===== src/hdl/rpps_pkg.sv =====
package rpps_pkg;

    localparam int FRAC_BITS  = 12;
    localparam int MAX_WIDTH  = 1024;
    localparam int MAX_HEIGHT = 1024;

    // Register widths.
    localparam int DIM_W   = 11;
    localparam int LEVEL_W = 13;
    localparam int PHASE_W = FRAC_BITS;
    localparam int CFG_W   = 13;
    localparam int IDX_W   = 3;

    localparam int COORD_W = 10;
    localparam int COLOR_W = 3;

    // Radius arithmetic.
    localparam int NUM_W  = 23;                       // dx2^2 + dy2^2
    localparam int DEN_W  = 22;                       // W^2 + H^2
    localparam int DIVD_W = NUM_W + 2 * FRAC_BITS;    // dividend and quotient bits
    localparam int Q_W    = DIVD_W + (DIVD_W % 2);    // quotient padded to an even width
    localparam int R_W    = Q_W / 2;                  // radius bits
    localparam int SRM_W  = R_W + 3;                  // square root remainder bits

    localparam int ONE            = 1 << FRAC_BITS;
    localparam int K_THREE_TENTHS = (3 * ONE + 5) / 10;
    localparam int K_RING_WIDTH   = (8 * ONE + 50) / 100;
    localparam int RING_SLOPE     = 25 * (ONE / 4);

    localparam int ACC_W = 2 * FRAC_BITS + 17;

    typedef enum logic [IDX_W-1:0] {
        CFG_FRAME_WIDTH  = 3'd0,
        CFG_FRAME_HEIGHT = 3'd1,
        CFG_BASS_LEVEL   = 3'd2,
        CFG_MID_LEVEL    = 3'd3,
        CFG_RING_PHASE   = 3'd4,
        CFG_BEAT_FLAG    = 3'd5
    } t_cfg_index;

    localparam logic [COLOR_W-1:0] COLOR_BLACK  = 3'd0;
    localparam logic [COLOR_W-1:0] COLOR_RED    = 3'd1;
    localparam logic [COLOR_W-1:0] COLOR_YELLOW = 3'd3;
    localparam logic [COLOR_W-1:0] COLOR_WHITE  = 3'd7;

endpackage


===== src/hdl/rpps_sqrt.sv =====
module rpps_sqrt
    import rpps_pkg::*;
(
    input  logic             i_clk,
    input  logic             i_rst_n,
    input  logic             i_en,
    input  logic             i_valid,
    input  logic [Q_W-1:0]   i_quot,
    output logic             o_valid,
    output logic [R_W-1:0]   o_root
);

    // Digit-by-digit square root, one result bit per stage.
    logic             r_v    [0:R_W];
    logic [Q_W-1:0]   r_q    [0:R_W];
    logic [SRM_W-1:0] r_rem  [0:R_W];
    logic [R_W-1:0]   r_root [0:R_W];

    assign r_v[0]    = i_valid;
    assign r_q[0]    = i_quot;
    assign r_rem[0]  = '0;
    assign r_root[0] = '0;

    for (genvar k = 0; k < R_W; k++) begin : g_stage
        logic [SRM_W-1:0] cur;
        logic [SRM_W-1:0] trial;
        logic             ge;

        assign cur   = {r_rem[k][SRM_W-3:0], r_q[k][Q_W-1-2*k -: 2]};
        assign trial = {1'b0, r_root[k], 2'b01};
        assign ge    = cur >= trial;

        always_ff @(posedge i_clk) begin
            if (!i_rst_n) begin
                r_v[k+1] <= 1'b0;
            end else if (i_en) begin
                r_v[k+1] <= r_v[k];
            end
        end

        always_ff @(posedge i_clk) begin
            if (i_en) begin
                r_q[k+1]    <= r_q[k];
                r_rem[k+1]  <= ge ? cur - trial : cur;
                r_root[k+1] <= {r_root[k][R_W-2:0], ge};
            end
        end
    end

    assign o_valid = r_v[R_W];
    assign o_root  = r_root[R_W];

endmodule


===== config.mk =====
export PLATFORM = sky130hd
export DESIGN_NAME = rpps_sqrt
export DESIGN_NICKNAME = d
export VERILOG_FILES = /design/src/hdl/rpps_pkg.sv /design/src/hdl/rpps_sqrt.sv
export SDC_FILE = /design/constraint.sdc
export NUM_CORES = 2
export LEC_CHECK = 0
export ABC_CLOCK_PERIOD_IN_PS = 3820
export BUFFER_PORTS_ARGS = -buffer_cell sky130_fd_sc_hd__buf_2
export CAP_MARGIN = 15
export CELL_PAD_IN_SITES_DETAIL_PLACEMENT = 0
export CELL_PAD_IN_SITES_GLOBAL_PLACEMENT = 1
export CORE_MARGIN = 2
export CORE_UTILIZATION = 50
export CTS_CLUSTER_SIZE = 25
export DETAILED_ROUTE_END_ITERATION = 16
export GPL_TIMING_DRIVEN = 0
export PLACE_DENSITY = 0.81
export SKIP_CTS_REPAIR_TIMING = 1
export SLEW_MARGIN = 25
export SYNTH_ARGS = -nofsm -noshare
export SYNTH_HDL_FRONTEND = slang
export SYNTH_SLANG_ARGS = --single-unit

===== constraint.sdc =====
create_clock -name i_clk -period 3.82 [get_ports i_clk]
set_input_delay 0.573 -clock i_clk [delete_from_list [all_inputs] [get_ports i_clk]]
set_output_delay 0.573 -clock i_clk [all_outputs]
set_load 0.005 [all_outputs]

==> out/qor.txt <==
Final setup viols -> 0
Core region area -> 0.129 mm^2
Buf/Inv on CP -> 2
XOR/XNOR share of the synthesized area -> 0.0590
Fmax -> 274 MHz
Mapped Area -> 0.0647 mm^2
Slew headroom -> 0.328
Synthesized instance count -> 4926
Drt first pass iters -> 5
Routed Antenna Nets -> 0
# Max-Cap Violations -> 0
Worst hold stages -> 2
Status -> finished, final reports clean
Mux share of post-synthesis cell area -> 0.0102
Top cell by count, worst path -> or3_1
Critical Path End Type -> flop
Fraction of layout cells with a size suffix above 1 -> 0.0791
Startpoint types -> flop
CTS Root Buffer Type -> clkbuf_16
Die H -> 364 um
Worst r2r src -> g_stage[6].cur[17]
Drt total wl -> 114 mm
Final worst path period need -> 3650 ps
Synth area leader -> edfxtp_1
CTS Sinks -> 1419
Routed WL per cell -> 16.2 um
Bufs on Longest Clock Path -> 3
Power per standard cell area -> 569 mW/mm^2
Final Hold Viols -> 0
DRC -> 0
Area share of the largest cell type after synthesis -> 0.647
Io pins -> 77
Worst reg2reg setup slack -> 170 ps
Placed Cells -> 6755
IO Port Bufs -> 76
Adder-Cell Fraction of Synth Area -> 0.0628
Initial antenna violation count -> 0
Critical path class -> reg -> reg
Worst clock skew -> 45.0 ps
Die Width -> 364 um
Post-synthesis sequential area ratio -> 0.654
First-pass GRT wire length -> 184 mm
CP Cell Sequence -> or3_1, or3_1, or3_1, or4_1, nand3b_1, clkbuf_1, buf_1, a21oi_1
Slowest stage delay, CP -> 560 ps
Reg clk slew, reported paths -> 60 ps
Post-synth EDFFs -> 1395
Synth warn -> 0
Via-per-instance ratio -> 5.26
Most frequent cells after synthesis -> 1395 x edfxtp_1, 409 x inv_1, 325 x ha_1
Worst Tran Pin Value -> 1000 ps
Final net count -> 5590
Non-Filler Instances -> 7077
GR Util All Layers -> 0.173
Post-Route Setup TNS -> 0 ps
Synth Flop Type -> edfxtp_1
Final cycle utilization of the critical path -> 0.955
Hold wc startpoint -> i_quot[47]
Crit-path slowest cell -> or4_1
Family with the most delay on the worst path -> simple AND/OR/NAND/NOR gates
Critical path data required time -> 4360 ps
Total number of vias -> 37258
Post-layout util -> 0.566
CP arrival -> 4190 ps
Async S/R FF share, synth -> 0
Simple-Gate Fraction of Synth Area -> 0.0963
Starting DRT DRC Count -> 2485
Worst hold path type -> in -> reg
Initial Util -> 0.502
Yosys cell types -> 83
Main combinational cell family by area after synthesis -> simple AND/OR/NAND/NOR gates
Reg2Reg Depth -> 8
Post-DP HPWL -> 80.9 mm
Compound-Gate Fraction of Synth Area -> 0.0880
Most numerous cell in the Yosys netlist -> edfxtp_1
Largest net degree at the start of global routing -> 144
Vias in the first global route -> 36285
Synth area leaders -> edfxtp_1 65%, ha_1 6.3%, xnor2_1 3.1%, xor2_1 2.8%, inv_1 2.4%
TritonCTS clock tree -> done
H-Tree Depth -> 4
Total grt overflow -> 0
Peak fanout along the critical path -> 10
Synth Area per Inst -> 13.1 um^2
FF-to-FF End -> g_stage[7].cur[5]
Die Area -> 0.132 mm^2
Peak VDD IR -> 0.432 mV
Syn Nets -> 5303
CTS buffer count -> 153
Worst hold endpoint -> g_stage[1].trial[2]
Clk_lat worst skew -> 770 ps
Register bit total from synthesis -> 1419
N_diodes -> 0
Slew Viols, Final -> 0
Static leakage -> 27.9 nW
Layout Area Growth over Synthesis -> 12.8%
Row count -> 132
Routability cong. -> 0.940
==> cell usage in the layout, fill, tap and decap left out, drive strengths merged, types with 91 or more instances in the layout <==
cell,synthesis,final
a21o,105,105
a21oi,298,298
buf,7,95
clkbuf,84,262
edfxtp,1395,1395
ha,325,325
inv,410,416
nand2,322,322
nand3,91,91
nor2,260,260
nor3,129,129
o21ai,279,279
xnor2,226,226
xor2,210,210
==> per-stage QoR <==
step	instance area, um^2	worst slack (ps)	hold slack [ps]	power (mW)
CTS	72400	-464	-100	41.9
floorplan	64700	351	400	25.8
global placement	67300	-19160	400	28.4
finish	73000	173	91.9	41.6
global route	73000	-14.2	53.7	43.7
detailed placement	67600	-402	405	27.9
==> final cells by class <==
class | instances | area [um^2]
Fill cell | 10511 | 56000
Tap cell | 1742 | 2180
Sequential cell | 1419 | 42400
Multi-Input combinational cell | 3004 | 20600
Buffer | 89 | 365
Timing Repair Buffer | 134 | 1170
Clock buffer | 180 | 3960
Inverter | 412 | 1550
Clock inverter | 97 | 840
==> power breakdown <==
part	switching (mW)	internal, mW
clock network	5.94	7.90
logic	4.04	3.11
registers	1.09	19.5
total	11.1	30.5
==> worst reg2reg max path, delay by kind of cell, from the launching register on <==
kind | cells | cell delay (ps)
DFF | 1 | 430
AOI/OAI and AO/OA | 1 | 440
buffers and inverters | 2 | 670
and+or+nand+nor | 5 | 1890
==> logic make-up after synthesis <==
| family | count (synthesis) |
|---|---|
| DFF | 1419 |
| AOI/OAI and AO/OA | 939 |
| buffers and inverters | 503 |
| other | 1 |
| and+or+nand+nor | 1241 |
| xor gates and xnor gates | 436 |
| muxes | 62 |
| adders and majority gates | 325 |
==> per-layer routing <==
metal,wire [um],track usage,share of wire
met1,50300,0.222,0.44
met2,55400,0.291,0.48
met3,4950,0.0321,0.043
met4,3750,0.0696,0.033
met5,0,0,0
==> worst max path at each step <==
stage	startpoint	to	slack [ps]	depth (start not counted)
floorplan	g_stage[5].cur[12]	g_stage[6].cur[22]	350	11
finish	g_stage[6].cur[17]	g_stage[7].cur[5]	170	8
detailed placement	g_stage[22].cur[13]	g_stage[23].cur[22]	-400	11
CTS	g_stage[22].cur[13]	g_stage[23].cur[22]	-460	11
global route	g_stage[16].cur[2]	g_stage[17].cur[16]	-10	9
global placement	i_en	r_v[20]	-19160	5
==> registers in the layout, summed over array words and instances, names as in the netlist <==
register and cells:
g_stage.cur 589, r_q 506, g_stage.trial 276, o_root 24
r_v 23, o_valid 1
No activity file was read; power rests on OpenSTA's default activity.
