<file path="src/hdl/rpps_pkg.sv">
package rpps_pkg;

    localparam int FRAC_BITS  = 12;
    localparam int MAX_WIDTH  = 1024;
    localparam int MAX_HEIGHT = 1024;

    // Register widths.
    localparam int DIM_W   = 11;
    localparam int LEVEL_W = 13;
    localparam int PHASE_W = FRAC_BITS;
    localparam int CFG_W   = 13;
    localparam int IDX_W   = 3;

    localparam int COORD_W = 10;
    localparam int COLOR_W = 3;

    // Radius arithmetic.
    localparam int NUM_W  = 23;                       // dx2^2 + dy2^2
    localparam int DEN_W  = 22;                       // W^2 + H^2
    localparam int DIVD_W = NUM_W + 2 * FRAC_BITS;    // dividend and quotient bits
    localparam int Q_W    = DIVD_W + (DIVD_W % 2);    // quotient padded to an even width
    localparam int R_W    = Q_W / 2;                  // radius bits
    localparam int SRM_W  = R_W + 3;                  // square root remainder bits

    localparam int ONE            = 1 << FRAC_BITS;
    localparam int K_THREE_TENTHS = (3 * ONE + 5) / 10;
    localparam int K_RING_WIDTH   = (8 * ONE + 50) / 100;
    localparam int RING_SLOPE     = 25 * (ONE / 4);

    localparam int ACC_W = 2 * FRAC_BITS + 17;

    typedef enum logic [IDX_W-1:0] {
        CFG_FRAME_WIDTH  = 3'd0,
        CFG_FRAME_HEIGHT = 3'd1,
        CFG_BASS_LEVEL   = 3'd2,
        CFG_MID_LEVEL    = 3'd3,
        CFG_RING_PHASE   = 3'd4,
        CFG_BEAT_FLAG    = 3'd5
    } t_cfg_index;

    localparam logic [COLOR_W-1:0] COLOR_BLACK  = 3'd0;
    localparam logic [COLOR_W-1:0] COLOR_RED    = 3'd1;
    localparam logic [COLOR_W-1:0] COLOR_YELLOW = 3'd3;
    localparam logic [COLOR_W-1:0] COLOR_WHITE  = 3'd7;

endpackage

</file>
<file path="src/hdl/rpps_div.sv">
module rpps_div
    import rpps_pkg::*;
(
    input  logic              i_clk,
    input  logic              i_rst_n,
    input  logic              i_en,
    input  logic              i_valid,
    input  logic [NUM_W-1:0]  i_num,
    input  logic [DEN_W-1:0]  i_den,
    output logic              o_valid,
    output logic [Q_W-1:0]    o_quot
);

    // One quotient bit per stage; the dividend is num shifted up by 2*FRAC_BITS.
    logic              r_v    [0:DIVD_W];
    logic [NUM_W-1:0]  r_num  [0:DIVD_W];
    logic [DEN_W-1:0]  r_rem  [0:DIVD_W];
    logic [DIVD_W-1:0] r_quot [0:DIVD_W];

    assign r_v[0]    = i_valid;
    assign r_num[0]  = i_num;
    assign r_rem[0]  = '0;
    assign r_quot[0] = '0;

    for (genvar k = 0; k < DIVD_W; k++) begin : g_stage
        logic             dbit;
        logic [DEN_W:0]   trial;
        logic             ge;
        logic [DEN_W-1:0] n_rem;

        if (k < NUM_W) begin : g_num
            assign dbit = r_num[k][NUM_W-1-k];
        end else begin : g_zero
            assign dbit = 1'b0;
        end

        assign trial = {r_rem[k], dbit};
        assign ge    = trial >= {1'b0, i_den};
        assign n_rem = ge ? DEN_W'(trial - {1'b0, i_den}) : DEN_W'(trial);

        always_ff @(posedge i_clk) begin
            if (!i_rst_n) begin
                r_v[k+1] <= 1'b0;
            end else if (i_en) begin
                r_v[k+1] <= r_v[k];
            end
        end

        always_ff @(posedge i_clk) begin
            if (i_en) begin
                r_num[k+1]  <= r_num[k];
                r_rem[k+1]  <= n_rem;
                r_quot[k+1] <= {r_quot[k][DIVD_W-2:0], ge};
            end
        end
    end

    assign o_valid = r_v[DIVD_W];
    assign o_quot  = Q_W'(r_quot[DIVD_W]);

endmodule

</file>
<file path="config.mk">
export PLATFORM = sky130hd
export DESIGN_NAME = rpps_div
export DESIGN_NICKNAME = d
export VERILOG_FILES = /design/src/hdl/rpps_pkg.sv /design/src/hdl/rpps_div.sv
export SDC_FILE = /design/constraint.sdc
export NUM_CORES = 2
export LEC_CHECK = 0
export BUFFER_PORTS_ARGS = -buffer_cell sky130_fd_sc_hd__buf_4
export CORE_MARGIN = 1.5
export CORE_UTILIZATION = 35
export CTS_CLUSTER_SIZE = 24
export DETAILED_ROUTE_END_ITERATION = 8
export SLEW_MARGIN = 0
export SYNTH_ARGS = -nofsm -noshare
export SYNTH_HDL_FRONTEND = slang
export SYNTH_SLANG_ARGS = --single-unit
</file>
<file path="constraint.sdc">
create_clock -name i_clk -period 13.9 [get_ports i_clk]
set_clock_uncertainty 0.15 [all_clocks]
set_input_delay 0 -clock i_clk [delete_from_list [all_inputs] [get_ports i_clk]]
set_output_delay 0 -clock i_clk [all_outputs]
set_load 0.01 [all_outputs]
</file>
==> impl_metrics.json <==
{
  "vias": 81003,
  "synth.avg_cell_area_um2": 12.57,
  "synth_compound_area_share_pct": 13.18,
  "path_clk_slew_ps": 60,
  "yosysTopAreaCellShare_pct": 55.22,
  "crit_required_ps": 14390,
  "core_um2": 369400,
  "synthTopCellsByCount": "edfxtp_1, ha_1, a21oi_1",
  "numPortBuffers": 96,
  "start_util_pct": 35.23,
  "post-cts-setup-buffer-count": 0,
  "nets": 11787,
  "clkSinkCount": 2440,
  "die_area_um2": 375500,
  "cts-buffers-inserted": 292,
  "rsz0062_at_grt": "false",
  "synth_cell_types": 98,
  "worstSetupPathType": "primary input to flip-flop",
  "status": "complete, no violations",
  "slew_headroom_pct": 20.73,
  "synthMuxAreaShare_pct": 5.086,
  "grt_pass1_vias": 78272,
  "dr.pass1.iters": 6,
  "worst_pin_slew_ps": 1184,
  "p_leak_nw": 55.53,
  "dp_hpwl_mm": 187.1,
  "synth-main-ff-cell": "edfxtp_1",
  "synth_xor_area_share_pct": 5.573,
  "grt_usage_pct": 14.69,
  "dieHeight_um": 612.8,
  "fp-row-count": 223,
  "finalCritPeriodShare_pct": 33.74,
  "synth.largest_area_cell": "edfxtp_1",
  "die_w_um": 612.8,
  "synth_edf_count": 2393,
  "grt_pass1_wl_mm": 441.1,
  "ys_top_cells_by_area": "edfxtp_1, ha_1, mux2_2",
  "ys_ff_latch": 2440,
  "synth_top_family_by_area": "compound AO/OA/AOI/OAI gates",
  "setup_viol": 0,
  "r2r_start": "g_stage[28].trial[1]",
  "syn_inst": 10351,
  "fmax_ghz": 0.2132,
  "rr_worst_depth": 11,
  "clockBufferDepth": 4,
  "synth_most_common_cell": "edfxtp_1",
  "worst-r2r-setup-slack_ps": 9570,
  "gr-total-overflow": 0,
  "antenna_found_initial": 11,
  "insertion_delay_ps": 940,
  "path_max_fanout": 34,
  "htreeDepth": 5,
  "fin_cells": 15858,
  "reg2reg_to": "g_stage[29].trial[7]",
  "yosysSeqAreaShare_pct": 55.94,
  "drcViolationCount": 0,
  "vdd_drop_max_v": 0.0001195,
  "drive_gt1_share_pct": 11.39,
  "dp_cells": 15261,
  "ant_nets": 0,
  "p_per_area_nw_per_um2": 237.3,
  "drv_slew": 0,
  "synthArstFlopShare_pct": 0,
  "tritoncts": "yes",
  "area_growth_pct": 12.87,
  "finalHoldViolCount": 0,
  "yosys_warnings": 0,
  "synth-simple-area-share_pct": 7.997,
  "drt-initial-drc-count": 5772,
  "period_needed_ps": 4690,
  "via_per_inst": 5.108,
  "gp_congestion": 0.8800,
  "worstSetupStartpointType": "primary input",
  "arrival_ps": 5180,
  "netlist_area_um2": 130100,
  "synthAdderAreaFrac_pct": 10.43,
  "syn_nets": 11458,
  "holdPathStages": 4,
  "grt_max_degree": 179,
  "ioPinCount": 98,
  "worstSetupEndpointType": "flip-flop",
  "drv_cap": 0,
  "clockRootBuffer": "clkbuf_16",
  "holdWs_ps": 80.25,
  "hold_class": "primary input to flip-flop",
  "tns_ps": 0,
  "hold_end": "g_stage[1].trial[1]",
  "hp-start": "i_den[0]",
  "drt-total-wl_mm": 282.5,
  "wl_per_cell_um": 17.82
}
cell families after synthesis:
group | count (synthesis)
adder cells (fa/ha/maj) | 1058
AO/OA/AOI/OAI | 2721
multiplexers | 590
AND/OR/NAND/NOR | 2161
buffers and inverters | 552
XOR/XNOR | 828
other | 1
flip-flops | 2440
cell usage in the layout (no fill, tap or decap), types with 50 or more instances in the layout:
master and count:
edfxtp_1 2393, ha_1 1013, a21oi_1 835, nand2_1 637, o21ai_0 623, nor2_1 531
xnor2_1 517, mux2_2 502, a21o_1 440, xor2_1 311, clkbuf_16 294, inv_1 292
buf_4 190, nand3_1 168, nor2b_1 155, nor3_1 136, nand4_1 131, o21bai_1 120
o21a_1 117, nand2b_1 110, a31oi_1 80, dlygate4sd3_1 74, mux2i_1 71, clkinv_1 68
a211oi_1 67, clkinv_2 65, o31ai_1 57, and3_1 57, clkbuf_1 56, or3_1 50
repair_timing:
item | in CTS | in global routing
hold endpoints to repair | 475 | 0
gates resized for setup | 0 | 0
hold buffers | 75 | 0
sequential cells by signal, summed over array words and instances (netlist names):
signal,count
g_stage.dbit,22
g_stage.trial,1012
o_quot,47
o_valid,1
r_num,231
r_quot,1081
r_v,46
critical path: stages:
cell	delay, ps
dlygate4sd3_1	530
buf_4	140
clkinv_2	300
buf_4	700
ha_1	340
o21a_1	170
o21ai_0	140
a211oi_1	340
a211oi_1	120
o41a_1	480
o31ai_1	330
a221oi_1	170
o21ai_2	920
mux2_2	420
routing by layer:
metal | track usage [%] | vias to the layer above | share of wire (%)
li1 | - | 40255 | -
met1 | 20.48 | 38700 | 47
met2 | 23.63 | 1584 | 45
met3 | 2.088 | 464 | 4.6
met4 | 4.426 | 0 | 2.9
met5 | 0 | - | 0
power breakdown:
group          switching (W)  internal, W
Combinational        0.00817      0.00712
Sequential           0.00120       0.0111
Clock                0.00309      0.00424
how the worst max path moves through the flow:
stage	from	end	slack [ps]	depth (start not counted)
2_1_floorplan	i_den[1]	g_stage[43].trial[10]	7970	13
3_3_place_gp	i_den[7]	g_stage[32].trial[3]	8650	11
3_5_place_dp	i_den[7]	g_stage[32].trial[9]	8610	11
4_1_cts	i_den[6]	g_stage[32].trial[4]	9110	12
5_1_grt	i_den[0]	g_stage[44].trial[21]	8890	14
6_report	i_den[2]	g_stage[29].trial[7]	9210	14
metrics by stage:
step	util [%]	worst slack [ps]	cell area [µm²]	power, W
after floorplan	-	7970	130100	0.02395
after global placement	37.10	8650	137000	0.02746
after detailed placement	37.10	8613	137000	0.02751
after CTS	39.76	9115	146900	0.03517
after global routing	39.76	8888	146900	0.03744
final	39.76	9210	146900	0.03486
cell type report:
| class | instances | area (µm²) |
|---|---|---|
| clock buffer | 350 | 7567 |
| sequential | 2440 | 72800 |
| clock inverter | 169 | 1494 |
| multi-input combinational | 7359 | 55250 |
| antenna | 3 | 7.507 |
| timing repair buffer | 273 | 2355 |
| tap | 4950 | 6193 |
| fill | 34924 | 222500 |
| inverter | 314 | 1210 |
Power figures use the tool's default switching activity.
