### config.mk
export PLATFORM = sky130hd
export DESIGN_NAME = rpps_front
export DESIGN_NICKNAME = d
export VERILOG_FILES = /design/src/hdl/rpps_pkg.sv /design/src/hdl/rpps_front.sv
export SDC_FILE = /design/constraint.sdc
export NUM_CORES = 1
export LEC_CHECK = 0
export BUFFER_PORTS_ARGS = -buffer_cell sky130_fd_sc_hd__buf_2
export CAP_MARGIN = 10
export CORE_AREA = 2 2 135 137
export DETAILED_ROUTE_END_ITERATION = 7
export DIE_AREA = 0 0 137 139
export GPL_TIMING_DRIVEN = 0
export HOLD_SLACK_MARGIN = 0.03
export PLACE_DENSITY = 0.79
export SYNTH_ARGS = -nofsm -noshare
export SYNTH_HDL_FRONTEND = slang
export SYNTH_SLANG_ARGS = --single-unit
### constraint.sdc
create_clock -name i_clk -period 6.95 [get_ports i_clk]
set_clock_uncertainty 0.1 [all_clocks]
set_input_delay 0.3475 -clock i_clk [delete_from_list [all_inputs] [get_ports i_clk]]
set_output_delay 0.3475 -clock i_clk [all_outputs]
set_load 0.01 [all_outputs]
### src/hdl/rpps_pkg.sv
package rpps_pkg;

    localparam int FRAC_BITS  = 12;
    localparam int MAX_WIDTH  = 1024;
    localparam int MAX_HEIGHT = 1024;

    // Register widths.
    localparam int DIM_W   = 11;
    localparam int LEVEL_W = 13;
    localparam int PHASE_W = FRAC_BITS;
    localparam int CFG_W   = 13;
    localparam int IDX_W   = 3;

    localparam int COORD_W = 10;
    localparam int COLOR_W = 3;

    // Radius arithmetic.
    localparam int NUM_W  = 23;                       // dx2^2 + dy2^2
    localparam int DEN_W  = 22;                       // W^2 + H^2
    localparam int DIVD_W = NUM_W + 2 * FRAC_BITS;    // dividend and quotient bits
    localparam int Q_W    = DIVD_W + (DIVD_W % 2);    // quotient padded to an even width
    localparam int R_W    = Q_W / 2;                  // radius bits
    localparam int SRM_W  = R_W + 3;                  // square root remainder bits

    localparam int ONE            = 1 << FRAC_BITS;
    localparam int K_THREE_TENTHS = (3 * ONE + 5) / 10;
    localparam int K_RING_WIDTH   = (8 * ONE + 50) / 100;
    localparam int RING_SLOPE     = 25 * (ONE / 4);

    localparam int ACC_W = 2 * FRAC_BITS + 17;

    typedef enum logic [IDX_W-1:0] {
        CFG_FRAME_WIDTH  = 3'd0,
        CFG_FRAME_HEIGHT = 3'd1,
        CFG_BASS_LEVEL   = 3'd2,
        CFG_MID_LEVEL    = 3'd3,
        CFG_RING_PHASE   = 3'd4,
        CFG_BEAT_FLAG    = 3'd5
    } t_cfg_index;

    localparam logic [COLOR_W-1:0] COLOR_BLACK  = 3'd0;
    localparam logic [COLOR_W-1:0] COLOR_RED    = 3'd1;
    localparam logic [COLOR_W-1:0] COLOR_YELLOW = 3'd3;
    localparam logic [COLOR_W-1:0] COLOR_WHITE  = 3'd7;

endpackage

### src/hdl/rpps_front.sv
module rpps_front
    import rpps_pkg::*;
(
    input  logic               i_clk,
    input  logic               i_rst_n,
    input  logic               i_en,
    input  logic               i_valid,
    input  logic [COORD_W-1:0] i_x,
    input  logic [COORD_W-1:0] i_y,
    input  logic [DIM_W-1:0]   i_w,
    input  logic [DIM_W-1:0]   i_h,
    output logic               o_valid,
    output logic [NUM_W-1:0]   o_num
);

    logic signed [DIM_W+1:0] dx2;
    logic signed [DIM_W+1:0] dy2;
    logic [DIM_W-1:0]        n_ax;
    logic [DIM_W-1:0]        n_ay;
    logic [DIM_W-1:0]        r_ax;
    logic [DIM_W-1:0]        r_ay;
    logic                    r_v1;
    logic [NUM_W-1:0]        n_num;
    logic [NUM_W-1:0]        r_num;
    logic                    r_v2;

    // Twice the offset from the centre, so no half pixels appear.
    assign dx2  = $signed({1'b0, i_x, 1'b0}) - $signed({2'b00, i_w});
    assign dy2  = $signed({1'b0, i_y, 1'b0}) - $signed({2'b00, i_h});
    assign n_ax = dx2[DIM_W+1] ? DIM_W'(-dx2) : DIM_W'(dx2);
    assign n_ay = dy2[DIM_W+1] ? DIM_W'(-dy2) : DIM_W'(dy2);
    assign n_num = NUM_W'(r_ax * r_ax) + NUM_W'(r_ay * r_ay);

    always_ff @(posedge i_clk) begin
        if (!i_rst_n) begin
            r_v1 <= 1'b0;
            r_v2 <= 1'b0;
        end else if (i_en) begin
            r_v1 <= i_valid;
            r_v2 <= r_v1;
        end
    end

    always_ff @(posedge i_clk) begin
        if (i_en) begin
            r_ax  <= n_ax;
            r_ay  <= n_ay;
            r_num <= n_num;
        end
    end

    assign o_valid = r_v2;
    assign o_num   = r_num;

endmodule

==> results.sh <==
export IMPL_hp_start="i_rst_n"
export IMPL_routed_wirelength_mm=19.4
export IMPL_die_y_um=139
export IMPL_core_area_um2=17700
export IMPL_antenna_found_initial=0
export IMPL_worstHoldPathCells=2
export IMPL_tns_ns=0
export IMPL_wl_met3_um=641
export IMPL_cp_common_cell="fa_1"
export IMPL_cts_made_buffers=5
export IMPL_crit_chain="clkbuf_2 > and2_1 > ha_1 > xor2_1 > fa_1 > fa_1 > inv_1 > fa_1 > fa_1 > fa_1 > inv_1 > fa_1 > inv_1 > ha_2 > and3_2 > a221oi_4 > or2_2 > a31o_2 > a31oi_1 > xor2_1"
export IMPL_cp_top_family="adder cells"
export IMPL_die_area_um2=19000
export IMPL_worstMarginPinSlew_ns=1.10
export IMPL_ioPinCount=70
export IMPL_via_count=7208
export IMPL_min_to="o_valid"
export IMPL_cp_slowest_stage_delay_ns=0.55
export IMPL_fin_crit_ns=6.72
export IMPL_cp_num_buf_inv=4
export IMPL_ys_seq_elements=47
export IMPL_nFillCells=1440
export IMPL_reg2reg_from="r_ax[4]"
export IMPL_grt_use_total_pct=21.8
export IMPL_wl_met1_mm=8.09
export IMPL_max_freq_mhz=149
export IMPL_status="completed"
export IMPL_grt_overflow_total=0
export IMPL_setup_viol_count_final=0
export IMPL_drv_cap=0
export IMPL_gp_congestion=0.874
export IMPL_die_x_um=137
export IMPL_synth_cell_types=64
export IMPL_dr_wl_met2_mm=10.2
export IMPL_drt_iter0_drc=340
export IMPL_slew_viol_final=0
export IMPL_grt_pass1_wl_mm=33.4
export IMPL_n_antenna_cell=0
export IMPL_synth_warnings=0
export IMPL_drtPass1Iterations=5
export IMPL_criticalPathCategory="reg2reg"
export IMPL_reg2reg_depth=20
export IMPL_netlist_area_um2=10000
export IMPL_placed_area_um2=10700
export IMPL_final_area_um2=11000
export IMPL_r2r_setup_slack_ns=0.23
export IMPL_finalCritPeriodShare_pct=96.7
export IMPL_drcViolationCount=0
export IMPL_grt_max_degree=48
export IMPL_slew_headroom_pct=26.6
export IMPL_htreeDepth=2
export IMPL_finish_net_count=1471
export IMPL_maxUsedRoutingLayer="met4"
export IMPL_cp_max_fo=10
export IMPL_synth_edf_count=45
export IMPL_clk_path_buf_depth=2
export IMPL_ant_nets=0
export IMPL_ys_flop_type="edfxtp_1"
export IMPL_crit_path_end_kind="register"
export IMPL_clock_sinks=47
export IMPL_root_buffer="clkbuf_16"
export IMPL_initial_core_util_pct=56.8
export IMPL_port_buffers=69
export IMPL_syn_avg_cell_area_um2=9.54
export IMPL_vias_per_cell=5.28
export IMPL_seqCellArea_um2=1390
export IMPL_crit_path_top_delay_cell="fa_1"
export IMPL_hold_viol=0
export IMPL_area_growth_pct=9.68
export IMPL_dp_hpwl_mm=16.2
export IMPL_async_flop_share_pct=0
export IMPL_arrival_ns=6.67
export IMPL_syn_nets=1387
export IMPL_hold_path_class="in2reg"
export IMPL_cts_tree="yes"
export IMPL_start_kind="register"
export IMPL_multi_input_area_um2=7560
export IMPL_cts_clk_slew_worst_paths_ns=0.07
export IMPL_grt_pass1_vias=7506
export IMPL_synthCells=1051
export IMPL_wl_per_cell_um=14.2
export IMPL_rows=49
export IMPL_required_ns=6.90
export IMPL_drive_gt1_share_pct=11.6
export IMPL_r2r_end="o_num[21]"
export IMPL_seq_area_frac_synth_pct=13.9
export IMPL_insertion_delay_ns=0.32
-- state kept, by name, indices dropped and copies added (netlist names) --
name / cells
o_num: 23
r_ax: 11
r_ay: 11
o_valid: 1
r_v1: 1
-- routing by layer --
metal | global-route usage [%] | vias up
met3 | 2.89 | 35
met1 | 28.0 | 3574
met4 | 7.05 | 0
met2 | 37.9 | 137
met5 | 0 | -
li1 | - | 3462
-- cell families after synthesis --
group           share of synthesized area (%)
xor+xnor                                 5.07
compound gates                           8.78
flops                                    13.9
fa+ha+maj                                48.5
mux                                     0.499
buf+inv                                  11.1
simple gates                             12.2
-- cells in the mapped netlist (7+ instances only) --
cell	count	share of area, %
a21oi_1	23	1.1
clkbuf_1	23	0.86
nand2_1	63	2.4
xor2_1	18	1.6
nor2b_1	20	1.2
nor2_1	37	1.4
and2_1	64	4.0
inv_1	266	10
fa_1	164	33
ha_1	126	16
xnor2_1	40	3.5
o21ai_0	17	0.85
a21o_1	16	1.2
edfxtp_1	45	13
o211ai_1	7	0.52
-- repair_timing --
item                       CTS  global route
setup buffers                3            15
setup endpoints to repair    6             9
hold buffers                 0             0
resized for setup            4            18
-- cell type report --
class                   instances  share of cell area (%)
well taps                     229                    2.61
plain buffers                  17                   0.751
flip-flops and latches         47                    12.7
multi-input cells             711                    68.8
clock inverters                 3                   0.649
repair buffers                 87                    4.35
clock buffers                   5                    1.14
inverters                     266                    9.08
-- stage by stage --
step           utilization (%)  hold slack (ns)  instances  setup WS [ns]
3_3_place_gp              60.3            0.403       1349        -0.0849
6_report                  62.3            0.170       1365          0.226
3_5_place_dp              60.3            0.416       1349         -0.210
2_1_floorplan                -            0.346       1051          0.479
4_1_cts                   61.5            0.166       1355         0.0181
5_1_grt                   62.3            0.165       1365        -0.0112
-- worst reg2reg max path, delay by kind of cell, from the launching register on --
family,cells,cell delay [ns]
buffers and inverters,4,0.43
adder cells (fa/ha/maj),8,3.74
AO/OA/AOI/OAI,3,0.57
AND/OR/NAND/NOR,3,0.86
flip-flops,1,0.44
XOR/XNOR,2,0.37
-- worst max path at each step --
stage / slack [ns] / cells past startpoint / start / endpoint
final: 0.23 / 20 / r_ax[4] / o_num[21]
after CTS: 0.02 / 20 / r_ax[4] / o_num[22]
after global placement: -0.08 / 21 / r_ax[7] / o_num[21]
after detailed placement: -0.21 / 21 / r_ax[3] / o_num[21]
after floorplan: 0.48 / 21 / r_ax[7] / o_num[21]
after global routing: -0.01 / 20 / r_ay[3] / o_num[22]
-- cell usage in the layout (no fill, tap or decap), types with 3 or more instances in the layout --
| cell type | n |
|---|---|
| or3_1 | 5 |
| or2_2 | 5 |
| o2111ai_1 | 3 |
| buf_4 | 18 |
| and3_1 | 5 |
| nand3b_1 | 5 |
| nand2_1 | 63 |
| nand3_1 | 4 |
| inv_1 | 265 |
| ha_1 | 125 |
| nand4_1 | 3 |
| clkbuf_2 | 4 |
| nor2_1 | 35 |
| a211oi_1 | 4 |
| o31ai_1 | 5 |
| and2_1 | 64 |
| a31o_2 | 4 |
| o21bai_1 | 3 |
| xnor2_1 | 40 |
| a21o_1 | 16 |
| edfxtp_1 | 45 |
| nand2b_1 | 5 |
| nor3_1 | 6 |
| clkbuf_1 | 8 |
| o21a_1 | 5 |
| o21ai_0 | 16 |
| a31oi_1 | 6 |
| fa_1 | 163 |
| buf_2 | 72 |
| o21ai_1 | 4 |
| a21oi_1 | 23 |
| nor2b_1 | 20 |
| clkbuf_16 | 5 |
| o211ai_1 | 7 |
| xor2_1 | 18 |
| mux2i_1 | 5 |
Power is not shown: default switching activity piles up to over one toggle a cycle in this logic, so the estimate is an artifact.
