`src/hdl/rpps_pkg.sv`:
```
package rpps_pkg;

    localparam int FRAC_BITS  = 12;
    localparam int MAX_WIDTH  = 1024;
    localparam int MAX_HEIGHT = 1024;

    // Register widths.
    localparam int DIM_W   = 11;
    localparam int LEVEL_W = 13;
    localparam int PHASE_W = FRAC_BITS;
    localparam int CFG_W   = 13;
    localparam int IDX_W   = 3;

    localparam int COORD_W = 10;
    localparam int COLOR_W = 3;

    // Radius arithmetic.
    localparam int NUM_W  = 23;                       // dx2^2 + dy2^2
    localparam int DEN_W  = 22;                       // W^2 + H^2
    localparam int DIVD_W = NUM_W + 2 * FRAC_BITS;    // dividend and quotient bits
    localparam int Q_W    = DIVD_W + (DIVD_W % 2);    // quotient padded to an even width
    localparam int R_W    = Q_W / 2;                  // radius bits
    localparam int SRM_W  = R_W + 3;                  // square root remainder bits

    localparam int ONE            = 1 << FRAC_BITS;
    localparam int K_THREE_TENTHS = (3 * ONE + 5) / 10;
    localparam int K_RING_WIDTH   = (8 * ONE + 50) / 100;
    localparam int RING_SLOPE     = 25 * (ONE / 4);

    localparam int ACC_W = 2 * FRAC_BITS + 17;

    typedef enum logic [IDX_W-1:0] {
        CFG_FRAME_WIDTH  = 3'd0,
        CFG_FRAME_HEIGHT = 3'd1,
        CFG_BASS_LEVEL   = 3'd2,
        CFG_MID_LEVEL    = 3'd3,
        CFG_RING_PHASE   = 3'd4,
        CFG_BEAT_FLAG    = 3'd5
    } t_cfg_index;

    localparam logic [COLOR_W-1:0] COLOR_BLACK  = 3'd0;
    localparam logic [COLOR_W-1:0] COLOR_RED    = 3'd1;
    localparam logic [COLOR_W-1:0] COLOR_YELLOW = 3'd3;
    localparam logic [COLOR_W-1:0] COLOR_WHITE  = 3'd7;

endpackage

```
`src/hdl/rpps_shade.sv`:
```
module rpps_shade
    import rpps_pkg::*;
(
    input  logic               i_clk,
    input  logic               i_rst_n,
    input  logic               i_en,
    input  logic               i_valid,
    input  logic [R_W-1:0]     i_radius,
    input  logic [LEVEL_W-1:0] i_bass,
    input  logic [LEVEL_W-1:0] i_mid,
    input  logic [PHASE_W-1:0] i_phase,
    input  logic               i_beat,
    output logic               o_valid,
    output logic [COLOR_W-1:0] o_color
);

    localparam logic signed [ACC_W-1:0] ACC_ONE  = ACC_W'(1) <<< (2 * FRAC_BITS);
    localparam logic signed [ACC_W-1:0] ACC_HALF = ACC_ONE >>> 1;
    localparam logic signed [ACC_W-1:0] ACC_QTR  = ACC_ONE >>> 2;
    localparam logic signed [ACC_W-1:0] ACC_3QTR = ACC_HALF + ACC_QTR;
    localparam logic signed [ACC_W-1:0] BEAT_ADD = ACC_W'(K_THREE_TENTHS * ONE);

    // Stage A: one minus radius, ring distance and ring term.
    logic signed [R_W+1:0]  n_omr;
    logic [R_W-1:0]         ring_dist;
    logic signed [R_W+1:0]  r_omr;
    logic signed [ACC_W-1:0] n_ring;
    logic signed [ACC_W-1:0] r_ring_a;
    logic                   r_va;

    assign n_omr = $signed((R_W+2)'(ONE)) - $signed({2'b00, i_radius});
    assign ring_dist = (i_radius >= R_W'(i_phase)) ? i_radius - R_W'(i_phase)
                                                   : R_W'(i_phase) - i_radius;
    assign n_ring = (ring_dist < R_W'(K_RING_WIDTH))
                  ? ACC_HALF - $signed(ACC_W'(ring_dist[9:0] * RING_SLOPE))
                  : '0;

    // Stage B: products.
    logic signed [ACC_W-1:0] r_bass_term;
    logic signed [ACC_W-1:0] r_mid_term;
    logic signed [ACC_W-1:0] r_ring_b;
    logic                    r_vb;

    // Stage C: sum, clamp and palette.
    logic signed [ACC_W-1:0] acc;
    logic [COLOR_W-1:0]      n_color;
    logic [COLOR_W-1:0]      r_color;
    logic                    r_vc;

    always_comb begin
        acc = r_bass_term + r_mid_term + r_ring_b + (i_beat ? BEAT_ADD : '0);
        if (acc < ACC_QTR) begin
            n_color = COLOR_BLACK;
        end else if (acc < ACC_HALF) begin
            n_color = COLOR_RED;
        end else if (acc < ACC_3QTR) begin
            n_color = COLOR_YELLOW;
        end else begin
            n_color = COLOR_WHITE;
        end
    end

    always_ff @(posedge i_clk) begin
        if (!i_rst_n) begin
            r_va <= 1'b0;
            r_vb <= 1'b0;
            r_vc <= 1'b0;
        end else if (i_en) begin
            r_va <= i_valid;
            r_vb <= r_va;
            r_vc <= r_vb;
        end
    end

    always_ff @(posedge i_clk) begin
        if (i_en) begin
            r_omr       <= n_omr;
            r_ring_a    <= n_ring;
            r_bass_term <= ACC_W'($signed({1'b0, i_bass}) * r_omr);
            r_mid_term  <= $signed(ACC_W'(i_mid * K_THREE_TENTHS));
            r_ring_b    <= r_ring_a;
            r_color     <= n_color;
        end
    end

    assign o_valid = r_vc;
    assign o_color = r_color;

endmodule

```
`config.mk`:
```
export PLATFORM = sky130hd
export DESIGN_NAME = rpps_shade
export DESIGN_NICKNAME = d
export VERILOG_FILES = /design/src/hdl/rpps_pkg.sv /design/src/hdl/rpps_shade.sv
export SDC_FILE = /design/constraint.sdc
export NUM_CORES = 1
export LEC_CHECK = 0
export BUFFER_PORTS_ARGS = -buffer_cell sky130_fd_sc_hd__clkbuf_2
export CAP_MARGIN = 20
export CORE_UTILIZATION = 38
export CTS_BUF_LIST = sky130_fd_sc_hd__clkbuf_8
export DETAILED_ROUTE_END_ITERATION = 6
export PLACE_DENSITY = 0.58
export SLEW_MARGIN = 40
export SYNTH_ARGS = -nofsm -noshare
export SYNTH_HDL_FRONTEND = slang
export SYNTH_SLANG_ARGS = --single-unit
```
`constraint.sdc`:
```
create_clock -name i_clk -period 23.3 [get_ports i_clk]
set_input_delay 4.66 -clock i_clk [delete_from_list [all_inputs] [get_ports i_clk]]
set_output_delay 4.66 -clock i_clk [all_outputs]
set_load 0.01 [all_outputs]
```
==> impl_metrics.env, run 1 <==
export IMPL_min_period_ps=11180
export IMPL_clock_root_buffer="clkbuf_8"
export IMPL_area_delta_synth_final_pct=6.05
export IMPL_numCtsBuffers=17
export IMPL_maxCapViolations=0
export IMPL_cts_tree="yes"
export IMPL_seqCellArea_um2=3750
export IMPL_synth_edf_count=123
export IMPL_critPathLaunchType="input port"
export IMPL_grt_pass1_wl_mm=91.9
export IMPL_min_path_type="flip-flop to flip-flop"
export IMPL_fp_row_count=90
export IMPL_synth_seq_cells=126
export IMPL_grt_antenna_before_repair=2
export IMPL_synth_cell_types=82
export IMPL_fin_crit_sh_pct=48.0
export IMPL_num_vias=16500
export IMPL_clock_sinks=126
export IMPL_cp_buffers_inverters=4
export IMPL_wirelength_mm=54.4
export IMPL_detail_route_antenna_nets=0
export IMPL_path_common_cell="fa_1"
export IMPL_synthFlopType="edfxtp_1"
export IMPL_endpoint_kind="flip-flop"
export IMPL_slew_violations=0
export IMPL_reg2reg_to="r_bass_term[37]"
export IMPL_crit_required_ps=23550
export IMPL_r2r_start="r_omr[4]"
export IMPL_clk_path_buf_depth=2
export IMPL_synth_seq_area_share_pct=15.9
export IMPL_grt_max_degree=84
export IMPL_setup_tns_ps=0
export IMPL_path_clk_slew_ps=90
export IMPL_grt_util_all_layers_pct=18.3
export IMPL_worstPathMaxFanout=25
export IMPL_port_buffers=70
export IMPL_netlist_area_um2=23600
export IMPL_ioPinCount=71
export IMPL_synth_commonest_cells="inv_1 (462), fa_1 (365), ha_1 (327), nand2_1 (242), and2_1 (138)"
export IMPL_placed_cell_area_um2=24600
export IMPL_dpl_hpwl_mm=46.1
export IMPL_drive_gt1_share_pct=5.72
export IMPL_relSlewSlack_pct=46.5
export IMPL_avgSynthCellArea_um2=9.74
export IMPL_min_path_cells=0
export IMPL_overflow=0
export IMPL_max_freq_ghz=0.0894
export IMPL_synth_most_common_cell="inv_1"
export IMPL_cp_slowest_stage_delay_ps=560
export IMPL_rsz0062_at_grt="false"
export IMPL_dr_pass1_iters=5
export IMPL_worst_pin_slew_ps=802
export IMPL_vias_per_cell=5.11
export IMPL_final_hold_viol_count=0
export IMPL_setup_viol=0
export IMPL_routabilityCongestion=0.904
export IMPL_fillerInstances=5969
export IMPL_post_cts_buffers=0
export IMPL_crit_arrival_ps=11440
export IMPL_die_area_um2=63000
export IMPL_path_class="input port to flip-flop"
export IMPL_synth_cells=2420
export IMPL_nets=3194
export IMPL_coreArea_um2=60800
export IMPL_detail_route_wl_per_cell_um=16.8
export IMPL_cp_top_family="adder cells"
export IMPL_r2r_slack_ps=16000
export IMPL_htree_levels=4
export IMPL_synth_net_count=3179
export IMPL_run_status="complete, no violations"
export IMPL_synth_largest_area_cell="fa_1"
export IMPL_clock_latency_ps=510
export IMPL_slowest_stage="fa_1"
export IMPL_finClkSkew_ps=20.6
export IMPL_drc=0
export IMPL_synth_top_area_share_pct=31.0
export IMPL_worstPathCellList="clkbuf_2, nand2_1, fa_1, inv_1, fa_1, fa_1, fa_1, fa_1, inv_1, fa_1, inv_1, ha_1, a21oi_1, o21ai_0, a221o_1, a221o_1, a21oi_1, o21ai_0, a21o_1, a21o_1, a221oi_1, xnor2_1"
export IMPL_worstHoldStart="r_ring_a[21]"
export IMPL_pre_cts_slack_ps=11630
export IMPL_cts_hold_buf=0
export IMPL_start_util_pct=38.8
export IMPL_yosys_warnings=0
export IMPL_grt_pass1_vias=17900
export IMPL_drt_iter0_markers=723
export IMPL_finish_instance_area_um2=25000
export IMPL_multiInputGateArea_um2=17700
export IMPL_synthArstFlopShare_pct=0
export IMPL_ff2ff_path_depth=21
export IMPL_min_to="r_ring_b[21]"
export IMPL_fin_ws_ps=12120
export IMPL_synth_area_top_cells="fa_1 (31%), ha_1 (17%), edfxtp_1 (16%)"
export IMPL_die_w_um=251
export IMPL_post_cts_resized=0
export IMPL_die_h_um=251
## cells by family after synthesis
family                     count (synthesis)  share of synthesized area, %
adders and majority gates                692                          48.4
and+or+nand+nor                          606                          12.8
buffers and inverters                    538                          8.89
AOI/OAI and AO/OA                        315                          8.57
DFF                                      126                          15.9
xor gates and xnor gates                 125                          4.68
muxes                                     18                         0.781
## sequential cells by signal (all words and copies together), names as in the netlist
name	cells
r_ring_a	16
r_omr	25
o_color	3
r_ring_b	16
r_va	1
r_bass_term	39
r_vb	1
r_mid_term	24
o_valid	1
## layer usage
layer,wire [um],vias up,GRT usage [%]
li1,-,7834,-
met2,25400,320,30.6
met1,25900,8318,24.9
met3,2020,53,2.34
met4,1060,0,4.79
met5,0,-,0
## metrics by stage
step           utilization (%)  instances  hold WS (ps)
6_report                  41.1       3231           420
2_1_floorplan                -       2420           400
3_3_place_gp              40.4       3198           405
3_5_place_dp              40.4       3198           405
5_1_grt                   41.1       3231           436
4_1_cts                   41.1       3230           425
## area by class of cell
class	count	area share [%]
multi-input cells	1756	70.9
flip-flops and latches	126	15.0
inverters	462	6.94
well taps	782	3.92
repair buffers	72	1.49
clock buffers	17	0.936
clock inverters	15	0.756
diodes	1	0.0100
## layout by cell type, fill, tap and decap left out, types with 10 or more instances in the layout
master    instances
a211oi_1         11
a21o_1           40
a21oi_1         104
a31oi_1          16
and2_1          138
and3_1           10
clkbuf_2         69
clkbuf_8         17
edfxtp_1        123
fa_1            365
ha_1            327
inv_1           463
mux2i_1          15
nand2_1         242
nand2b_1         16
nand3_1          21
nand4_1          15
nor2_1           74
nor2b_1          12
nor3_1           25
o21a_1           10
o21ai_0          58
o21bai_1         12
xnor2_1          96
xor2_1           28
## worst max-delay path by stage
stage               start              end  slack (ps)  cells after the start
2_1_floorplan  i_bass[10]  r_bass_term[37]       12430                     22
3_3_place_gp    i_bass[3]  r_bass_term[37]       11720                     23
3_5_place_dp    i_bass[3]  r_bass_term[37]       11630                     23
4_1_cts         i_bass[3]  r_bass_term[37]       12190                     23
5_1_grt         i_bass[3]  r_bass_term[37]       11730                     23
6_report       i_bass[10]  r_bass_term[37]       12120                     22
Power of run 1 is not shown: default switching activity piles up to over one toggle a cycle in this logic, so the estimate is an artifact.
==> run 2, diff against run 1 <==
==> constraint.sdc (replaced) <==
create_clock -name i_clk -period 11.5 [get_ports i_clk]
set_input_delay 2.3 -clock i_clk [delete_from_list [all_inputs] [get_ports i_clk]]
set_output_delay 2.3 -clock i_clk [all_outputs]
set_load 0.01 [all_outputs]
==> run 2 against run 1 <==
Critical path depth unchanged. Flip-flop and latch count unchanged. Design area about the same. Highest routed layer unchanged. Worst hold slack about the same. Non-clock buffer count up 1. Clock skew down 0.72 ps. Die area unchanged. Core utilization about the same. Clock-buffer cell count unchanged. Routed wire length up 0.19%. Sequential share of layout area about the same.
==> impl_metrics.env, run 2 (same netlist as run 1, synthesis figures left out) <==
export IMPL_run_status="complete, no violations"
export IMPL_setup_tns_ps=0
export IMPL_routed_top_layer="met4"
export IMPL_fin_ws_ps=2730
export IMPL_ioPinCount=71
export IMPL_stdcell_count=3232
export IMPL_grt_max_degree=84
export IMPL_min_path_type="flip-flop to flip-flop"
export IMPL_drt_iter0_markers=707
export IMPL_fin_crit_sh_pct=76.2
export IMPL_final_common_cell="inv_1"
export IMPL_port_buffers=70
export IMPL_wirelength_mm=54.5
export IMPL_post_cts_buffers=0
export IMPL_path_clk_slew_ps=90
export IMPL_slew_violations=0
export IMPL_worstPathCellList="clkbuf_2, nand2_1, fa_1, inv_1, fa_1, fa_1, fa_1, fa_1, inv_1, fa_1, inv_1, ha_1, a21oi_1, o21ai_0, a221o_1, a221o_1, a21oi_1, o21ai_0, a21o_1, a21o_1, a221oi_1, xnor2_1"
export IMPL_post_cts_resized=0
export IMPL_die_w_um=251
export IMPL_grt_antenna_before_repair=1
export IMPL_wl_met2_mm=25.4
export IMPL_final_hold_viol_count=0
export IMPL_reg_largest_list="r_bass_term x39, r_omr x25, r_mid_term x24"
export IMPL_start_util_pct=38.8
export IMPL_numCtsBuffers=17
export IMPL_nets=3195
export IMPL_clock_root_buffer="clkbuf_8"
export IMPL_endpoint_kind="flip-flop"
export IMPL_slowest_stage="fa_1"
export IMPL_pre_cts_slack_ps=2210
export IMPL_setup_viol=0
export IMPL_worstPathMaxFanout=25
export IMPL_critPathLaunchType="input port"
export IMPL_cts_hold_buf=0
export IMPL_path_class="input port to flip-flop"
export IMPL_grt_pass1_vias=17900
export IMPL_area_delta_synth_final_pct=6.06
export IMPL_clk_path_buf_depth=2
export IMPL_htree_levels=4
export IMPL_die_h_um=251
export IMPL_cp_slowest_stage_delay_ps=560
export IMPL_overflow=0
export IMPL_drive_gt1_share_pct=5.84
export IMPL_routabilityCongestion=0.904
export IMPL_finClkSkew_ps=19.9
export IMPL_num_vias=16500
export IMPL_path_common_cell="fa_1"
export IMPL_coreArea_um2=60800
export IMPL_die_area_um2=63000
export IMPL_relSlewSlack_pct=51.3
export IMPL_cts_tree="yes"
export IMPL_grt_util_all_layers_pct=18.3
export IMPL_detail_route_antenna_nets=0
export IMPL_detail_route_wl_per_cell_um=16.9
export IMPL_clock_latency_ps=500
export IMPL_crit_arrival_ps=9020
export IMPL_final_cell_mix="inv_1 (462), fa_1 (365), ha_1 (327), nand2_1 (242), and2_1 (138)"
export IMPL_post_route_util_pct=41.1
export IMPL_worst_pin_slew_ps=730
export IMPL_dr_pass1_iters=5
export IMPL_max_freq_ghz=0.114
export IMPL_dpl_hpwl_mm=46.0
export IMPL_dr_wl_met3_mm=2.23
export IMPL_clock_sinks=126
export IMPL_dp_cells=3198
export IMPL_grt_pass1_wl_mm=91.6
export IMPL_met1_length_mm=25.9
export IMPL_min_period_ps=8770
export IMPL_rsz0062_at_grt="false"
export IMPL_vias_per_cell=5.10
export IMPL_fp_row_count=90
export IMPL_maxCapViolations=0
export IMPL_largest_reg_flops=39
export IMPL_drc=0
export IMPL_largest_register="r_bass_term"
export IMPL_crit_required_ps=11750
run 2: layout make-up:
class | instances | area (um2)
Antenna cell | 1 | 2.50
Clock buffer | 17 | 234
Clock inverter | 15 | 173
Fill cell | 5973 | 35800
Inverter | 462 | 1730
Multi-Input combinational cell | 1756 | 17700
Sequential cell | 126 | 3750
Tap cell | 782 | 978
Timing Repair Buffer | 73 | 392
run 2: worst paths after layout:
path | start | end | slack (ps) | cells after the start
worst min-delay path | r_ring_a[19] | r_ring_b[19] | 420 | 0
worst max-delay path | i_bass[10] | r_bass_term[37] | 2730 | 22
worst min register to register | r_ring_a[19] | r_ring_b[19] | 420 | 0
worst max register to register | r_omr[4] | r_bass_term[37] | 4270 | 21
run 2: metrics by stage:
stage | hold WS, ps | area, um2
global placement | 405 | 24500
global route | 432 | 25000
floorplan | 400 | 23600
finish | 420 | 25000
CTS | 420 | 25000
detailed placement | 405 | 24600
run 2: layer usage:
layer	GRT usage, %	vias up
li1	-	7831
met1	24.9	8252
met2	30.5	335
met3	2.61	53
met4	4.70	0
met5	0	-
run 2: worst max-delay path: cells and delay by family:
kind	cells	cell delay, ps
buffers and inverters	4	600
AOI/OAI and AO/OA	9	2290
xor gates and xnor gates	1	100
adders and majority gates	7	3540
and+or+nand+nor	1	180
Power of run 2 is left out for the same reason.
==> run 3, diff against run 2 <==
--- a/config.mk
+++ b/config.mk
@@ -10,7 +10,7 @@
 export CORE_UTILIZATION = 38
 export CTS_BUF_LIST = sky130_fd_sc_hd__clkbuf_8
 export DETAILED_ROUTE_END_ITERATION = 6
-export PLACE_DENSITY = 0.58
+export PLACE_DENSITY = 0.6
 export SLEW_MARGIN = 40
 export SYNTH_ARGS = -nofsm -noshare
 export SYNTH_HDL_FRONTEND = slang
==> constraint.sdc (replaced) <==
create_clock -name i_clk -period 7.5 [get_ports i_clk]
set_input_delay 1.5 -clock i_clk [delete_from_list [all_inputs] [get_ports i_clk]]
set_output_delay 1.5 -clock i_clk [all_outputs]
set_load 0.01 [all_outputs]
==> run 3 against run 2 <==
Register-to-register slack lost 3500 ps. Clock-buffer cell count is the same. Non-clock buffer count is 129 higher. Global-route usage is 0.15 points higher. Design area increased by 4.2%. First-iteration DRC count up 13%. Critical path type unchanged. Critical endpoint unchanged. Largest cell class unchanged.
==> impl_metrics.env, run 3 (same netlist as run 1, synthesis figures left out) <==
export IMPL_run_status="complete, no violations"
export IMPL_worst_pin_slew_ps=794
export IMPL_detail_route_wl_per_cell_um=16.4
export IMPL_cts_tree="yes"
export IMPL_num_vias=16900
export IMPL_crit_required_ps=7740
export IMPL_fin_crit_sh_pct=97.0
export IMPL_detail_route_antenna_nets=0
export IMPL_path_clk_slew_ps=70
export IMPL_reg2reg_to="r_bass_term[37]"
export IMPL_worstHoldStart="r_ring_a[16]"
export IMPL_reg_largest_list="r_bass_term x39, r_omr x25, r_mid_term x24"
export IMPL_setup_viol=0
export IMPL_coreArea_um2=60800
export IMPL_post_cts_buffers=0
export IMPL_area_delta_synth_final_pct=10.5
export IMPL_dr_pass1_iters=7
export IMPL_finClkSkew_ps=19.2
export IMPL_largest_reg_flops=39
export IMPL_final_cell_mix="inv_1 (463), fa_1 (365), ha_1 (326), nand2_1 (242), and2_1 (138)"
export IMPL_min_to="r_ring_b[16]"
export IMPL_endpoint_kind="flip-flop"
export IMPL_fillerInstances=5921
export IMPL_r2r_start="r_omr[14]"
export IMPL_drive_gt1_share_pct=10.6
export IMPL_overflow=0
export IMPL_routabilityCongestion=0.881
export IMPL_grt_pass1_wl_mm=93.2
export IMPL_critPathLaunchType="input port"
export IMPL_cts_hold_buf=0
export IMPL_slew_violations=0
export IMPL_maxCapViolations=0
export IMPL_grt_max_degree=66
export IMPL_grt_antenna_before_repair=5
export IMPL_setup_tns_ps=0
export IMPL_rsz0062_at_grt="false"
export IMPL_post_cts_resized=0
export IMPL_wirelength_mm=55.3
export IMPL_final_common_cell="inv_1"
export IMPL_nets=3324
export IMPL_drt_iter0_markers=798
export IMPL_grt_util_all_layers_pct=18.4
export IMPL_port_buffers=70
export IMPL_fp_row_count=90
export IMPL_largest_register="r_bass_term"
export IMPL_drc=0
export IMPL_dpl_hpwl_mm=47.8
export IMPL_path_class="input port to flip-flop"
export IMPL_grt_pass1_vias=18400
export IMPL_die_area_um2=63000
export IMPL_numCtsBuffers=17
export IMPL_seqCellArea_um2=3750
export IMPL_worstPathMaxFanout=15
export IMPL_clock_root_buffer="clkbuf_8"
export IMPL_min_period_ps=7280
export IMPL_multiInputGateArea_um2=17800
export IMPL_start_util_pct=38.8
export IMPL_ff2ff_path_depth=22
export IMPL_crit_arrival_ps=7520
export IMPL_relSlewSlack_pct=47.0
export IMPL_vias_per_cell=5.03
export IMPL_clock_sinks=126
export IMPL_r2r_slack_ps=770
export IMPL_clock_latency_ps=500
export IMPL_die_h_um=251
export IMPL_min_path_type="flip-flop to flip-flop"
export IMPL_die_w_um=251
export IMPL_ioPinCount=71
export IMPL_clk_path_buf_depth=2
export IMPL_htree_levels=4
export IMPL_final_hold_viol_count=0
export IMPL_min_path_cells=0
export IMPL_max_freq_ghz=0.137
-- run 3: worst max-delay path by stage --
stage,cells after the start,slack [ps],end,from
2_1_floorplan,23,20,r_bass_term[37],i_bass[4]
3_3_place_gp,23,-310,r_bass_term[37],i_bass[4]
3_5_place_dp,23,-380,r_bass_term[37],i_bass[4]
4_1_cts,23,190,r_bass_term[37],i_bass[4]
5_1_grt,22,2,r_bass_term[37],i_bass[7]
6_report,22,220,r_bass_term[37],i_bass[7]
-- run 3: cell type report --
cell class / count / area share [%]
Multi-Input combinational cell: 1756 / 68.2
Sequential cell: 126 / 14.4
Inverter: 462 / 6.66
Timing Repair Buffer: 202 / 5.34
Tap cell: 782 / 3.76
Clock buffer: 17 / 0.898
Clock inverter: 15 / 0.745
Antenna cell: 2 / 0.0192
-- run 3: layer usage --
layer / vias to the layer above / part of all wire (%) / GRT usage [%]
li1: 8087 / - / -
met2: 317 / 48 / 31.5
met1: 8430 / 46 / 24.6
met3: 66 / 4.0 / 2.58
met4: 6 / 1.6 / 4.43
met5: - / 0.083 / 0
-- run 3: stage by stage --
step / hold WS (ps) / area, um2 / cells / utilization, % / worst slack, ps
after global routing: 438 / 26000 / 3361 / 42.8 / 2.49
after detailed placement: 407 / 25600 / 3328 / 42.1 / -382
final: 429 / 26000 / 3362 / 42.8 / 222
after floorplan: 400 / 23600 / 2420 / - / 21.9
after global placement: 402 / 25600 / 3328 / 42.1 / -307
after CTS: 434 / 26000 / 3360 / 42.8 / 190
-- run 3: worst max-delay path: stages --
cell and delay (ps):
buf_2 310, nand2_1 130, fa_1 530, fa_1 530, inv_1 60, fa_1 470
fa_1 520, fa_1 550, inv_1 50, fa_1 520, inv_1 40, ha_1 310
a21oi_1 130, o21ai_1 110, a221o_1 390, a221o_1 340, a21oi_2 170, o21ai_2 90
a21o_1 180, a21o_1 200, a221oi_2 270, xnor2_1 100
Power of run 3 is left out for the same reason.
